==> src/design/f24si_pkg.sv <==
// Shared types and constants for the 24-bit float to scaled integer converter.
package f24si_pkg;

   localparam int EXP_BIAS  = 16;
   localparam int KEEP_BITS = 24;
   localparam int MAG_W     = 16;
   localparam int PROD_W    = 31;
   localparam int ROUND_W   = 32;
   localparam int WIDE_W    = 64;
   localparam int EXP_W     = 8;
   localparam int DROP_W    = 3;
   localparam int MAX_LSHIFT = 32;

   localparam logic [ROUND_W-1:0] POS_LIMIT = 32'h7FFF_FFFF;
   localparam logic [ROUND_W-1:0] NEG_LIMIT = 32'h8000_0000;

   // Fields of one incoming transaction.
   typedef struct packed {
      logic [7:0]         mant_low;
      logic [7:0]         mant_high;
      logic [7:0]         sign_exp;
      logic signed [15:0] scale;
   } req_type;

   // After the multiply: exact magnitude product, sign and unbiased exponent.
   typedef struct packed {
      logic                    neg;
      logic signed [EXP_W-1:0] expo;
      logic [PROD_W-1:0]       prod;
   } mult_type;

   // After rounding to 24 significant bits.
   typedef struct packed {
      logic                    neg;
      logic signed [EXP_W-1:0] expo;
      logic [ROUND_W-1:0]      mag;
   } round_type;

   // After the power-of-two scaling.
   typedef struct packed {
      logic              neg;
      logic              big;
      logic [WIDE_W-1:0] val;
   } shift_type;

   // Final result transaction.
   typedef struct packed {
      logic signed [31:0] result;
      logic               clipped;
   } rsp_type;

endpackage

==> src/design/f24si_mult.sv <==
// Stage one: decode the sign and exponent and form the exact magnitude product.
module f24si_mult import f24si_pkg::*; (
   input  logic     clock,
   input  logic     reset,
   input  logic     in_valid,
   output logic     in_ready,
   input  req_type  in_data,
   output logic     out_valid,
   input  logic     out_ready,
   output mult_type out_data
);

   logic     valid_ff;
   mult_type data_ff;
   mult_type data_in;

   logic [MAG_W-1:0]   mag;
   logic [MAG_W-1:0]   sc_mag;
   logic [2*MAG_W-1:0] prod_full;

   always_comb begin
      mag       = {in_data.mant_high, in_data.mant_low};
      // The magnitude of -32768 is 0x8000, which still fits in 16 unsigned bits.
      sc_mag    = in_data.scale[15] ? MAG_W'(-in_data.scale) : MAG_W'(in_data.scale);
      prod_full = mag * sc_mag;
      data_in.neg  = in_data.sign_exp[7] ^ in_data.scale[15];
      data_in.expo = {in_data.sign_exp[6], in_data.sign_exp[6:0]} - EXP_W'(EXP_BIAS);
      data_in.prod = prod_full[PROD_W-1:0];
   end

   assign in_ready  = !valid_ff || out_ready;
   assign out_valid = valid_ff;
   assign out_data  = data_ff;

   always_ff @(posedge clock) begin
      if (reset) begin
         valid_ff <= 1'b0;
      end else if (in_ready) begin
         valid_ff <= in_valid;
      end
   end

   always_ff @(posedge clock) begin
      if (in_ready && in_valid) begin
         data_ff <= data_in;
      end
   end

endmodule

==> src/design/f24si_round.sv <==
// Stage two: round the product to 24 significant bits, nearest with ties to even.
module f24si_round import f24si_pkg::*; (
   input  logic      clock,
   input  logic      reset,
   input  logic      in_valid,
   output logic      in_ready,
   input  mult_type  in_data,
   output logic      out_valid,
   input  logic      out_ready,
   output round_type out_data
);

   localparam int EXTRA = PROD_W - KEEP_BITS;

   logic      valid_ff;
   round_type data_ff;
   round_type data_in;

   logic [DROP_W-1:0]  drop;
   logic [ROUND_W-1:0] p32;
   logic [ROUND_W-1:0] unit;
   logic [ROUND_W-1:0] mask;
   logic [ROUND_W-1:0] half;
   logic               rbit;
   logic               sticky;
   logic               lsb;
   logic               inc;

   always_comb begin
      // Number of bits beyond the 24 kept ones, from the leading one.
      drop = '0;
      for (int i = 0; i < EXTRA; i++) begin
         if (in_data.prod[KEEP_BITS+i]) begin
            drop = DROP_W'(i + 1);
         end
      end
      p32    = {{(ROUND_W-PROD_W){1'b0}}, in_data.prod};
      unit   = ROUND_W'(1) << drop;
      mask   = unit - ROUND_W'(1);
      half   = mask ^ (mask >> 1);
      rbit   = |(p32 & half);
      sticky = |(p32 & (mask >> 1));
      lsb    = |(p32 & unit);
      inc    = rbit && (sticky || lsb);
      data_in.neg  = in_data.neg;
      data_in.expo = in_data.expo;
      data_in.mag  = (p32 & ~mask) + (inc ? unit : '0);
   end

   assign in_ready  = !valid_ff || out_ready;
   assign out_valid = valid_ff;
   assign out_data  = data_ff;

   always_ff @(posedge clock) begin
      if (reset) begin
         valid_ff <= 1'b0;
      end else if (in_ready) begin
         valid_ff <= in_valid;
      end
   end

   always_ff @(posedge clock) begin
      if (in_ready && in_valid) begin
         data_ff <= data_in;
      end
   end

endmodule

==> src/design/f24si_shift.sv <==
// Stage three: scale the rounded magnitude by a power of two, dropping fraction bits.
module f24si_shift import f24si_pkg::*; (
   input  logic      clock,
   input  logic      reset,
   input  logic      in_valid,
   output logic      in_ready,
   input  round_type in_data,
   output logic      out_valid,
   input  logic      out_ready,
   output shift_type out_data
);

   logic      valid_ff;
   shift_type data_ff;
   shift_type data_in;

   logic [EXP_W-1:0] rshift;

   always_comb begin
      rshift       = EXP_W'(-in_data.expo);
      data_in.neg  = in_data.neg;
      data_in.big  = 1'b0;
      data_in.val  = '0;
      if (in_data.mag == '0) begin
         data_in.val = '0;
      end else if (in_data.expo > EXP_W'(MAX_LSHIFT)) begin
         // Far beyond the output range: saturate whatever the magnitude.
         data_in.big = 1'b1;
      end else if (!in_data.expo[EXP_W-1]) begin
         data_in.val = {{(WIDE_W-ROUND_W){1'b0}}, in_data.mag} << in_data.expo[5:0];
      end else if (rshift < EXP_W'(ROUND_W)) begin
         data_in.val = {{(WIDE_W-ROUND_W){1'b0}}, in_data.mag >> rshift[4:0]};
      end
   end

   assign in_ready  = !valid_ff || out_ready;
   assign out_valid = valid_ff;
   assign out_data  = data_ff;

   always_ff @(posedge clock) begin
      if (reset) begin
         valid_ff <= 1'b0;
      end else if (in_ready) begin
         valid_ff <= in_valid;
      end
   end

   always_ff @(posedge clock) begin
      if (in_ready && in_valid) begin
         data_ff <= data_in;
      end
   end

endmodule

==> src/design/f24si_sat.sv <==
// Stage four: apply the sign and saturate to the 32-bit signed range.
module f24si_sat import f24si_pkg::*; (
   input  logic      clock,
   input  logic      reset,
   input  logic      in_valid,
   output logic      in_ready,
   input  shift_type in_data,
   output logic      out_valid,
   input  logic      out_ready,
   output rsp_type   out_data
);

   logic    valid_ff;
   rsp_type data_ff;
   rsp_type data_in;

   always_comb begin
      if (in_data.neg) begin
         if (in_data.big || in_data.val > {{(WIDE_W-ROUND_W){1'b0}}, NEG_LIMIT}) begin
            data_in.result  = NEG_LIMIT;
            data_in.clipped = 1'b1;
         end else begin
            data_in.result  = -in_data.val[ROUND_W-1:0];
            data_in.clipped = 1'b0;
         end
      end else begin
         if (in_data.big || in_data.val > {{(WIDE_W-ROUND_W){1'b0}}, POS_LIMIT}) begin
            data_in.result  = POS_LIMIT;
            data_in.clipped = 1'b1;
         end else begin
            data_in.result  = in_data.val[ROUND_W-1:0];
            data_in.clipped = 1'b0;
         end
      end
   end

   assign in_ready  = !valid_ff || out_ready;
   assign out_valid = valid_ff;
   assign out_data  = data_ff;

   always_ff @(posedge clock) begin
      if (reset) begin
         valid_ff <= 1'b0;
      end else if (in_ready) begin
         valid_ff <= in_valid;
      end
   end

   always_ff @(posedge clock) begin
      if (in_ready && in_valid) begin
         data_ff <= data_in;
      end
   end

endmodule

==> src/design/float24_to_scaled_integer.sv <==
// Top level of the 24-bit float to scaled 32-bit integer converter.
//
//   Channel   Direction   Handshake             Payload
//   req_      in          req_valid/req_ready   mant_low, mant_high, sign_exp, scale
//   rsp_      out         rsp_valid/rsp_ready   result, clipped
//
// There is one register stage each for multiply, round, shift and saturate. rsp_valid
// rises when a transaction has passed the multiply, round and shift registers. A new
// transaction may enter every cycle in which req_ready is high.
// Reset (synchronous, active high) clears only the stage valid bits.
// Each stage holds its transaction while the next one is full and stalled, and
// empty stages keep filling, so up to four transactions wait behind a stalled output.
// req_ready falls only when all four stages hold a transaction and rsp_ready is low.
module float24_to_scaled_integer import f24si_pkg::*; (
   input  logic               clock,
   input  logic               reset,
   input  logic               req_valid,
   output logic               req_ready,
   input  logic [7:0]         req_mant_low,
   input  logic [7:0]         req_mant_high,
   input  logic [7:0]         req_sign_exp,
   input  logic signed [15:0] req_scale,
   output logic               rsp_valid,
   input  logic               rsp_ready,
   output logic signed [31:0] rsp_result,
   output logic               rsp_clipped
);

   req_type   req_data;
   mult_type  mult_data;
   round_type round_data;
   shift_type shift_data;
   rsp_type   rsp_data;

   logic mult_valid;
   logic mult_ready;
   logic round_valid;
   logic round_ready;
   logic shift_valid;
   logic shift_ready;

   always_comb begin
      req_data.mant_low  = req_mant_low;
      req_data.mant_high = req_mant_high;
      req_data.sign_exp  = req_sign_exp;
      req_data.scale     = req_scale;
   end

   // The exact product of the 16-bit magnitude and the scale magnitude.
   f24si_mult u_mult (
      .clock     (clock),
      .reset     (reset),
      .in_valid  (req_valid),
      .in_ready  (req_ready),
      .in_data   (req_data),
      .out_valid (mult_valid),
      .out_ready (mult_ready),
      .out_data  (mult_data)
   );

   // Rounding to 24 significant bits, as a single-precision multiply would.
   f24si_round u_round (
      .clock     (clock),
      .reset     (reset),
      .in_valid  (mult_valid),
      .in_ready  (mult_ready),
      .in_data   (mult_data),
      .out_valid (round_valid),
      .out_ready (round_ready),
      .out_data  (round_data)
   );

   // Power-of-two scaling by the unbiased exponent, truncating toward zero.
   f24si_shift u_shift (
      .clock     (clock),
      .reset     (reset),
      .in_valid  (round_valid),
      .in_ready  (round_ready),
      .in_data   (round_data),
      .out_valid (shift_valid),
      .out_ready (shift_ready),
      .out_data  (shift_data)
   );

   // Sign application and saturation; this stage is also the output register.
   f24si_sat u_sat (
      .clock     (clock),
      .reset     (reset),
      .in_valid  (shift_valid),
      .in_ready  (shift_ready),
      .in_data   (shift_data),
      .out_valid (rsp_valid),
      .out_ready (rsp_ready),
      .out_data  (rsp_data)
   );

   assign rsp_result  = rsp_data.result;
   assign rsp_clipped = rsp_data.clipped;

endmodule

==> config.mk <==
export PLATFORM = sky130hd
export DESIGN_NAME = float24_to_scaled_integer
export DESIGN_NICKNAME = d
export VERILOG_FILES = /design/src/design/f24si_pkg.sv /design/src/design/f24si_mult.sv /design/src/design/f24si_round.sv /design/src/design/f24si_shift.sv /design/src/design/f24si_sat.sv /design/src/design/float24_to_scaled_integer.sv
export SDC_FILE = /design/constraint.sdc
export NUM_CORES = 1
export LEC_CHECK = 0
export ABC_AREA = 1
export BUFFER_PORTS_ARGS = -buffer_cell sky130_fd_sc_hd__clkbuf_2
export CAP_MARGIN = 20
export CORE_UTILIZATION = 30
export CTS_CLUSTER_SIZE = 20
export DETAILED_ROUTE_END_ITERATION = 7
export PLACE_DENSITY_LB_ADDON = 0.1
export SLEW_MARGIN = 20
export SYNTH_ARGS = -nofsm -noshare
export SYNTH_HDL_FRONTEND = slang
export SYNTH_SLANG_ARGS = --single-unit
==> constraint.sdc <==
create_clock -name clock -period 7.25 [get_ports clock]
set_input_delay 1.45 -clock clock [delete_from_list [all_inputs] [get_ports clock]]
set_output_delay 1.45 -clock clock [all_outputs]
set_load 0.01 [all_outputs]
## Word-level counts from Yosys, hierarchy flattened

Index checks and enable logic that the tools add are counted.

- Flip-flop bits (word level): 184
- Input port bits: 44
- Output and inout bits: 35
- Word-level logic and storage cells: 72

- Add/subtract/negate cells: 6
- $mul: 1
- $lt $le $gt $ge: 4
- Shift operators: 3
- Mux-type cells: 15
- Bitwise logic cells: 7
- Reduce and logical (&&, ||, !) cells: 21

Operators by type and width:

| kind | count |
|---|---|
| $mux W33 | 3 |
| $and A31 B32 Y32 | 3 |
| $reduce_or A32 Y1 | 3 |
| $gt A64 B31 Y1 const B | 1 |
| $gt A64 B32 Y1 const B | 1 |
| $mux W32 | 2 |
| $mux W64 | 1 |
| $shl A32 B6 Y64 | 1 |
| $add A32 B32 Y32 | 1 |
| $logic_not A32 Y1 | 1 |
| $neg A32 Y32 | 1 |
| $not A32 Y32 | 1 |
| $shl A1 B3 Y32 const A | 1 |
| $shr A32 B5 Y32 | 1 |
| $sub A32 B1 Y32 const B | 1 |
| $xor A32 B31 Y32 | 1 |
| $and A31 B31 Y31 | 1 |
| $mul A16 B16 Y31 | 1 |
| $mux W3 | 6 |
| $mux W16 | 1 |
| $neg A16 Y16 | 1 |
| $gt A8 B7 Y1 const B | 1 |
| $lt A8 B6 Y1 const B | 1 |
| $neg A8 Y8 | 1 |
| 7 further kinds | 21 |

## Depth between registers and ports, before layout

Gate-level depths: netlist (run 1).

- Depth in word-level cells: 15
- Depth in mapped cells: 36
- Mapped depth without buffers: 35

## Modules after synthesis

From an unflattened synthesis (run 1), not the netlist that was laid out.

- Cells, all modules: 3,208
- Area total of the unflattened synthesis: 23,047.1 µm²

Modules (own cells, without submodules):

| module | instances | cells each | area each (µm²) | sequential area each (µm²) |
|---|---|---|---|---|
| f24si_mult | 1 | 1,352 | 10,597.7 | 1,221.2 |
| f24si_shift | 1 | 1,124 | 6,772.7 | 2,001.9 |
| f24si_round | 1 | 380 | 3,039.2 | 1,251.2 |
| f24si_sat | 1 | 352 | 2,637.5 | 1,011.0 |

## Worst setup path before layout (run 1)

OpenSTA, ideal clock, no wires.

- Path type: input to register
- Start: in req_scale[0]
- End: reg u_mult.data_ff (netlist bit u_mult.out_data[27]), data pin
- Arrival: 7.464 ns
- Data required time: 6.998 ns
- Path slack: -0.467 ns
- Stages on the path: 34
- Path through: buf_2 inv_1 ha_1 nand3_1 inv_1 nand2_1 inv_1 nand2_1 nand2_1 or2_2 nand2_1 buf_2 nand2_1 fa_1 inv_1 fa_1 inv_1 fa_1 inv_1 fa_1 fa_1 inv_1 fa_1 inv_1 ha_1 a21oi_1 o21ai_0 a21oi_1 nand3_1 a21o_1 nand2_1 nand2_1 nand2_1 nand2_1

RTL lines:

| item | line | source |
|---|---|---|
| start: declaration | float24_to_scaled_integer.sv:22 | `input logic signed [15:0] req_scale,` |
| end signal: assignment | f24si_mult.sv:45 | `data_ff <= data_in;` |
| end: declaration | f24si_mult.sv:14 | `mult_type data_ff;` |

==> results.tsv, run 1 <==
metric	value	unit
fin_nets	3391	
firstDrtPassIters	5	
slowest_delay	0.55	ns
dpl.cell_count	3960	
cap_violations	0	
antenna_found_initial	1	
ios	79	
final_max_slew_viol_count	0	
cts.sinks	184	
finalWorstSetupSlack	0.240	ns
stdcell_count	4003	
grt_max_degree	67	
first_iter_violations	1148	
syn_nets	3195	
clkLatencyLatePin	0.47	ns
layout_common_cells	675 x nand2_1, 419 x inv_1, 306 x nor2_1	
core_area	0.0715	mm²
timing.hold.ws	0.419	ns
seq_power_share	14.1	%
status	finished clean	
dieWidth	271	µm
endpoint_kind	register	
fp.dieH	271	µm
cts-root-buf	clkbuf_16	
cp_slowest_cell	fa_1	
fin_skew	0.0206	ns
port-buffer-count	78	
ys_seq_area_share	25.3	%
grt_pass1_vias	19800	
path_class	primary input to register	
dpl.hpwl	60400	µm
mostFrequentLayoutCell	nand2_1	
ir_worst_vdd	0.610	mV
drive_gt1_share	14.9	%
min_path_type	register to register	
cp.arrival	7.22	ns
setup_violations	0	
cts_tree	built	
syn_area	0.0217	mm²
p_leak	11.8	nW
overflow	0	
finalInstanceArea	0.0252	mm²
ys.flop_type	edfxtp_1	
pre_cts_ws	-0.524	ns
avgSynthCellArea	7.62	µm²
synth_edf_count	180	
p_int	6.92	mW
ant_nets	0	
path_max_fanout	5	
crit_top_cell	fa_1	
rows	98	
period_minus_slack	7.01	ns
synth_seq_cells	184	
cts_buffers	17	
ys_types	65	
yosysWarnings	0	
netlist_instances	2843	
num_vias	19300	
crit_path_start_kind	primary input	
slew_headroom	30.7	%
die-area	0.0733	mm²
wirelength	72400	µm
grt_pass1_wl	113000	µm
fmax	143	MHz
h-tree-depth	4	
grt_usage	19.9	%
final.fill_count	7650	
clock_power_share	7.5	%
crit_required	7.46	ns
clk_pin_slew	0.08	ns
initial_utilization	30.3	%
hold_viol_final	0	
combPwrFrac	78.4	%
routed_via_density	4.82	
utilization	35.3	%
async_reset_ff_share	0	%
place_congestion	0.915	
power_density	508	mW/mm²
worst_slew_pin_slew	1.04	ns
wl_per_cell	18.1	µm
clockBufferDepth	2	
finalCritPeriodShare	96.7	%
p_sw_share	46.1	%
place_area	0.0244	mm²
area_delta_synth_final	16.5	%
drc	0	
p_sw	5.91	mW
Yosys cell counts (32+ instances only):
| library cell | number | area, µm² |
|---|---|---|
| nand3_1 | 145 | 726 |
| nand2_1 | 688 | 2580 |
| a21oi_1 | 110 | 551 |
| clkbuf_1 | 48 | 180 |
| edfxtp_1 | 180 | 5410 |
| fa_1 | 194 | 3880 |
| inv_1 | 434 | 1630 |
| ha_1 | 114 | 1430 |
| o21ai_0 | 195 | 976 |
| nor2_1 | 316 | 1190 |
| nand4_1 | 32 | 200 |
| xor2_1 | 68 | 596 |
power by group through the flow:
stage / Combinational, mW / Clock [mW] / Sequential (mW)
final: 10.1 / 0.957 / 1.81
after global routing: 11.2 / 1.02 / 1.83
after detailed placement: 9.63 / 0 / 1.84
after global placement: 9.67 / 0 / 1.83
after floorplan: 5.66 / 0 / 1.76
after CTS: 9.68 / 0.989 / 1.81
cell type report:
cell class	instances	area, µm²	area share (%)
multi-input combinational	2093	14200	56.5
antenna	1	2.50	0.00992
inverter	457	1730	6.84
timing repair buffer	285	1970	7.82
clock buffer	18	439	1.74
sequential	184	5490	21.7
clock inverter	14	165	0.655
timing repair inverter	1	7.51	0.0298
tap	950	1190	4.71
layer usage:
metal	vias to the layer above	global-route usage, %	share of wire, %
met5	-	0	0
li1	9467	-	-
met4	0	7.11	3.4
met2	402	36.8	52
met1	9320	24.0	42
met3	100	1.35	2.6
metrics by stage:
step | total power, mW | TNS, ns
finish | 12.8 | 0
global route | 14.1 | -0.00972
CTS | 12.5 | 0
detailed placement | 11.5 | -6.86
global placement | 11.5 | -6.08
floorplan | 7.42 | -0.00628
cells by family (layout without fill, tap and decap cells):
kind of cell | count (synthesis) | count (layout) | share of synthesized area, %
XOR/XNOR | 95 | 95 | 3.94
AO/OA/AOI/OAI | 394 | 394 | 9.81
buffers and inverters | 566 | 775 | 10.5
AND/OR/NAND/NOR | 1272 | 1272 | 24.8
adder cells (fa/ha/maj) | 308 | 308 | 24.5
other | 0 | 1 | 0
multiplexers | 24 | 24 | 1.11
flip-flops | 184 | 184 | 25.3
critical path: cells and delay by family:
family                     cells  cell delay [ns]
adders and majority gates      8             3.37
buffers and inverters         11             0.96
and+or+nand+nor                8             0.64
AOI/OAI and AO/OA              3             0.46
xor gates and xnor gates       2             0.31
worst paths after layout:
check | from | endpoint | slack (ns) | cells after the start
worst max-delay path | req_scale[0] | u_mult.out_data[25]$_DFFE_PP_ | 0.24 | 32
worst min-delay path | u_mult.out_data[31]$_DFFE_PP_ | u_round.out_data[32]$_DFFE_PP_ | 0.42 | 0
worst max register to register | u_mult.out_data[25]$_DFFE_PP_ | u_round.out_data[28]$_DFFE_PP_ | 2.12 | 26
worst min register to register | u_mult.out_data[31]$_DFFE_PP_ | u_round.out_data[32]$_DFFE_PP_ | 0.42 | 0
sequential cells by signal (all words and copies together) (netlist names):
name,flops
u_sat.out_valid,1
u_shift.out_data,66
u_shift.out_valid,1
u_round.out_valid,1
u_sat.out_data,33
u_mult.out_data,40
u_mult.out_valid,1
u_round.out_data,41
timing repair:
item | 4_1_cts | 5_1_grt
setup endpoints to repair | 2 | 15
hold buffers | 0 | 0
gates cloned | 0 | 1
pin swaps | 0 | 24
setup buffers | 0 | 10
gates resized for setup | 1 | 45
Note: power is estimated with default switching activity, not from simulation.
==> run 2, diff against run 1 <==
--- a/config.mk
+++ b/config.mk
@@ -8,10 +8,11 @@
 export ABC_AREA = 1
 export BUFFER_PORTS_ARGS = -buffer_cell sky130_fd_sc_hd__clkbuf_2
 export CAP_MARGIN = 20
+export CORE_MARGIN = 5
 export CORE_UTILIZATION = 30
 export CTS_CLUSTER_SIZE = 20
 export DETAILED_ROUTE_END_ITERATION = 7
-export PLACE_DENSITY_LB_ADDON = 0.1
+export PLACE_DENSITY = 0.44
 export SLEW_MARGIN = 20
 export SYNTH_ARGS = -nofsm -noshare
 export SYNTH_HDL_FRONTEND = slang
==> run 2 against run 1 <==
Against the previous run: global-route usage decreased by 1.7 points; sequential share of layout area decreased by 0.41 points; combinational power increased by 8%; largest power group unchanged; highest routed layer unchanged.
==> results.tsv, run 2 (same netlist as run 1, synthesis figures left out) <==
metric	value	unit	change
status	finished clean		unchanged
grt_pass1_vias	19600		was 19800
endpoint_kind	register		unchanged
fin_skew	0.0220	ns	was 0.0206 ns
rr_worst_depth	24		was 26
r2r_slack	2.26	ns	was 2.12 ns
path_class	primary input to register		unchanged
dieWidth	279	µm	was 271 µm
rows	98		unchanged
drc	0		unchanged
stdcell_count	4022		was 4003
r2r_end	u_round.out_data[28]$_DFFE_PP_		unchanged
cp-startpoint	req_scale[1]		was req_scale[0]
core_area	0.0716	mm²	was 0.0715 mm²
clkLatencyLatePin	0.47	ns	about the same
path_max_fanout	5		unchanged
period_minus_slack	7.06	ns	was 7.01 ns
ios	79		unchanged
setup_violations	0		unchanged
crit_path_start_kind	primary input		unchanged
cp.arrival	7.28	ns	was 7.22 ns
ir_worst_vdd	0.680	mV	was 0.610 mV
cts.sinks	184		unchanged
cap_violations	0		unchanged
drive_gt1_share	16.8	%	was 14.9%
p_leak	12.0	nW	was 11.8 nW
clockBufferDepth	2		unchanged
power.total	13.7	mW	was 12.8 mW
n_antenna_cell	0		was 1
r2r_start	u_mult.out_data[26]$_DFFE_PP_		was u_mult.out_data[25]$_DFFE_PP_
h-tree-depth	4		unchanged
worst_slew_pin_slew	0.975	ns	was 1.04 ns
slew_headroom	34.3	%	was 30.7%
wirelength	72300	µm	was 72400 µm
finalInstanceArea	0.0257	mm²	was 0.0252 mm²
cp_slowest_cell	fa_1		unchanged
port-buffer-count	78		unchanged
num_vias	19300		about the same
clk_pin_slew	0.07	ns	was 0.08 ns
antenna_found_initial	0		was 1
fp.dieH	279	µm	was 271 µm
first_iter_violations	1349		was 1148
routed_via_density	4.80		was 4.82
finalCritPeriodShare	97.3	%	was 96.7%
initial_utilization	30.3	%	about the same
die-area	0.0777	mm²	was 0.0733 mm²
wl_per_cell	18.0	µm	was 18.1 µm
fmax	142	MHz	was 143 MHz
place_congestion	0.910		was 0.915
holdBufCountCts	0		unchanged
power_density	532	mW/mm²	was 508 mW/mm²
hold_viol_final	0		unchanged
fin_nets	3411		was 3391
place_area	0.0244	mm²	about the same
final_max_slew_viol_count	0		unchanged
grt_usage	18.2	%	was 19.9%
crit_required	7.47	ns	was 7.46 ns
slowest_delay	0.55	ns	about the same
cts_tree	built		unchanged
cts_buffers	17		unchanged
mostFrequentLayoutCell	nand2_1		unchanged
overflow	0		unchanged
dpl.cell_count	3961		was 3960
firstDrtPassIters	6		was 5
grt_max_degree	67		unchanged
endpoint	u_mult.out_data[28]$_DFFE_PP_		was u_mult.out_data[25]$_DFFE_PP_
ant_nets	0		unchanged
layout_common_cells	664 x nand2_1, 403 x inv_1, 303 x nor2_1		was 675 x nand2_1, 419 x inv_1, 306 x nor2_1
cts-root-buf	clkbuf_16		unchanged
dpl.hpwl	59900	µm	was 60400 µm
largest_reg_flops	66		unchanged
min_path_type	register to register		unchanged
grt_pass1_wl	111000	µm	was 113000 µm
area_delta_synth_final	18.7	%	was 16.5%
## run 2: area by class of cell
type | instances | area [µm²]
Tap cell | 950 | 1190
Multi-Input combinational cell | 2093 | 14500
Inverter | 457 | 1740
Timing Repair Buffer | 305 | 2250
Clock buffer | 18 | 429
Sequential cell | 184 | 5490
Timing Repair inverter | 1 | 7.51
Fill cell | 7584 | 45900
Clock inverter | 14 | 154
## run 2: timing repair
item                                    in CTS  in global routing
endpoints found under the setup margin       1                 17
pin swaps                                    1                 73
gates cloned                                 1                  3
resized for setup                            4                119
buffers inserted                             1                 24
## run 2: where the power goes
group	total (mW)	switching, mW	internal, mW
Combinational	10.9	5.72	5.21
Clock	0.918	0.458	0.460
Sequential	1.82	0.171	1.65
Total	13.7	6.35	7.32
## run 2: metrics by stage
stage / setup TNS (ns) / setup slack [ns] / util (%) / hold WS [ns]
2_1_floorplan: -0.00628 / -0.00628 / - / 0.400
3_3_place_gp: -6.27 / -0.482 / 34.1 / 0.404
3_5_place_dp: -6.80 / -0.539 / 34.1 / 0.408
4_1_cts: 0 / 0.0424 / 35.0 / 0.425
5_1_grt: -0.145 / -0.0578 / 35.9 / 0.440
6_report: 0 / 0.194 / 35.9 / 0.422
## run 2: worst min path at each step
| stage | startpoint | to | slack [ns] | cells after the start |
|---|---|---|---|---|
| after floorplan | u_mult.out_data[31]$_DFFE_PP_ | u_round.out_data[32]$_DFFE_PP_ | 0.40 | 0 |
| after global placement | u_round.out_data[40]$_DFFE_PP_ | u_shift.out_data[65]$_DFFE_PP_ | 0.40 | 0 |
| after detailed placement | u_mult.out_data[32]$_DFFE_PP_ | u_round.out_data[33]$_DFFE_PP_ | 0.41 | 0 |
| after CTS | u_mult.out_data[32]$_DFFE_PP_ | u_round.out_data[33]$_DFFE_PP_ | 0.43 | 0 |
| after global routing | u_mult.out_data[37]$_DFFE_PP_ | u_round.out_data[38]$_DFFE_PP_ | 0.44 | 0 |
| final | u_mult.out_data[32]$_DFFE_PP_ | u_round.out_data[33]$_DFFE_PP_ | 0.42 | 0 |
## run 2: worst max-delay path, delay by kind of cell
kind                       cells  cell delay (ns)
AOI/OAI and AO/OA              2             0.26
xor gates and xnor gates       1             0.19
adders and majority gates      8             3.53
buffers and inverters         10             0.77
and+or+nand+nor               13             1.08
## run 2: routing by layer
metal | track usage (%) | vias up | routed length [µm] | share of wire [%]
li1 | - | 9493 | - | -
met1 | 22.1 | 9256 | 30100 | 42
met2 | 33.4 | 461 | 37200 | 52
met3 | 1.62 | 109 | 2190 | 3.0
met4 | 6.66 | 0 | 2790 | 3.9
met5 | 0 | - | 0 | 0
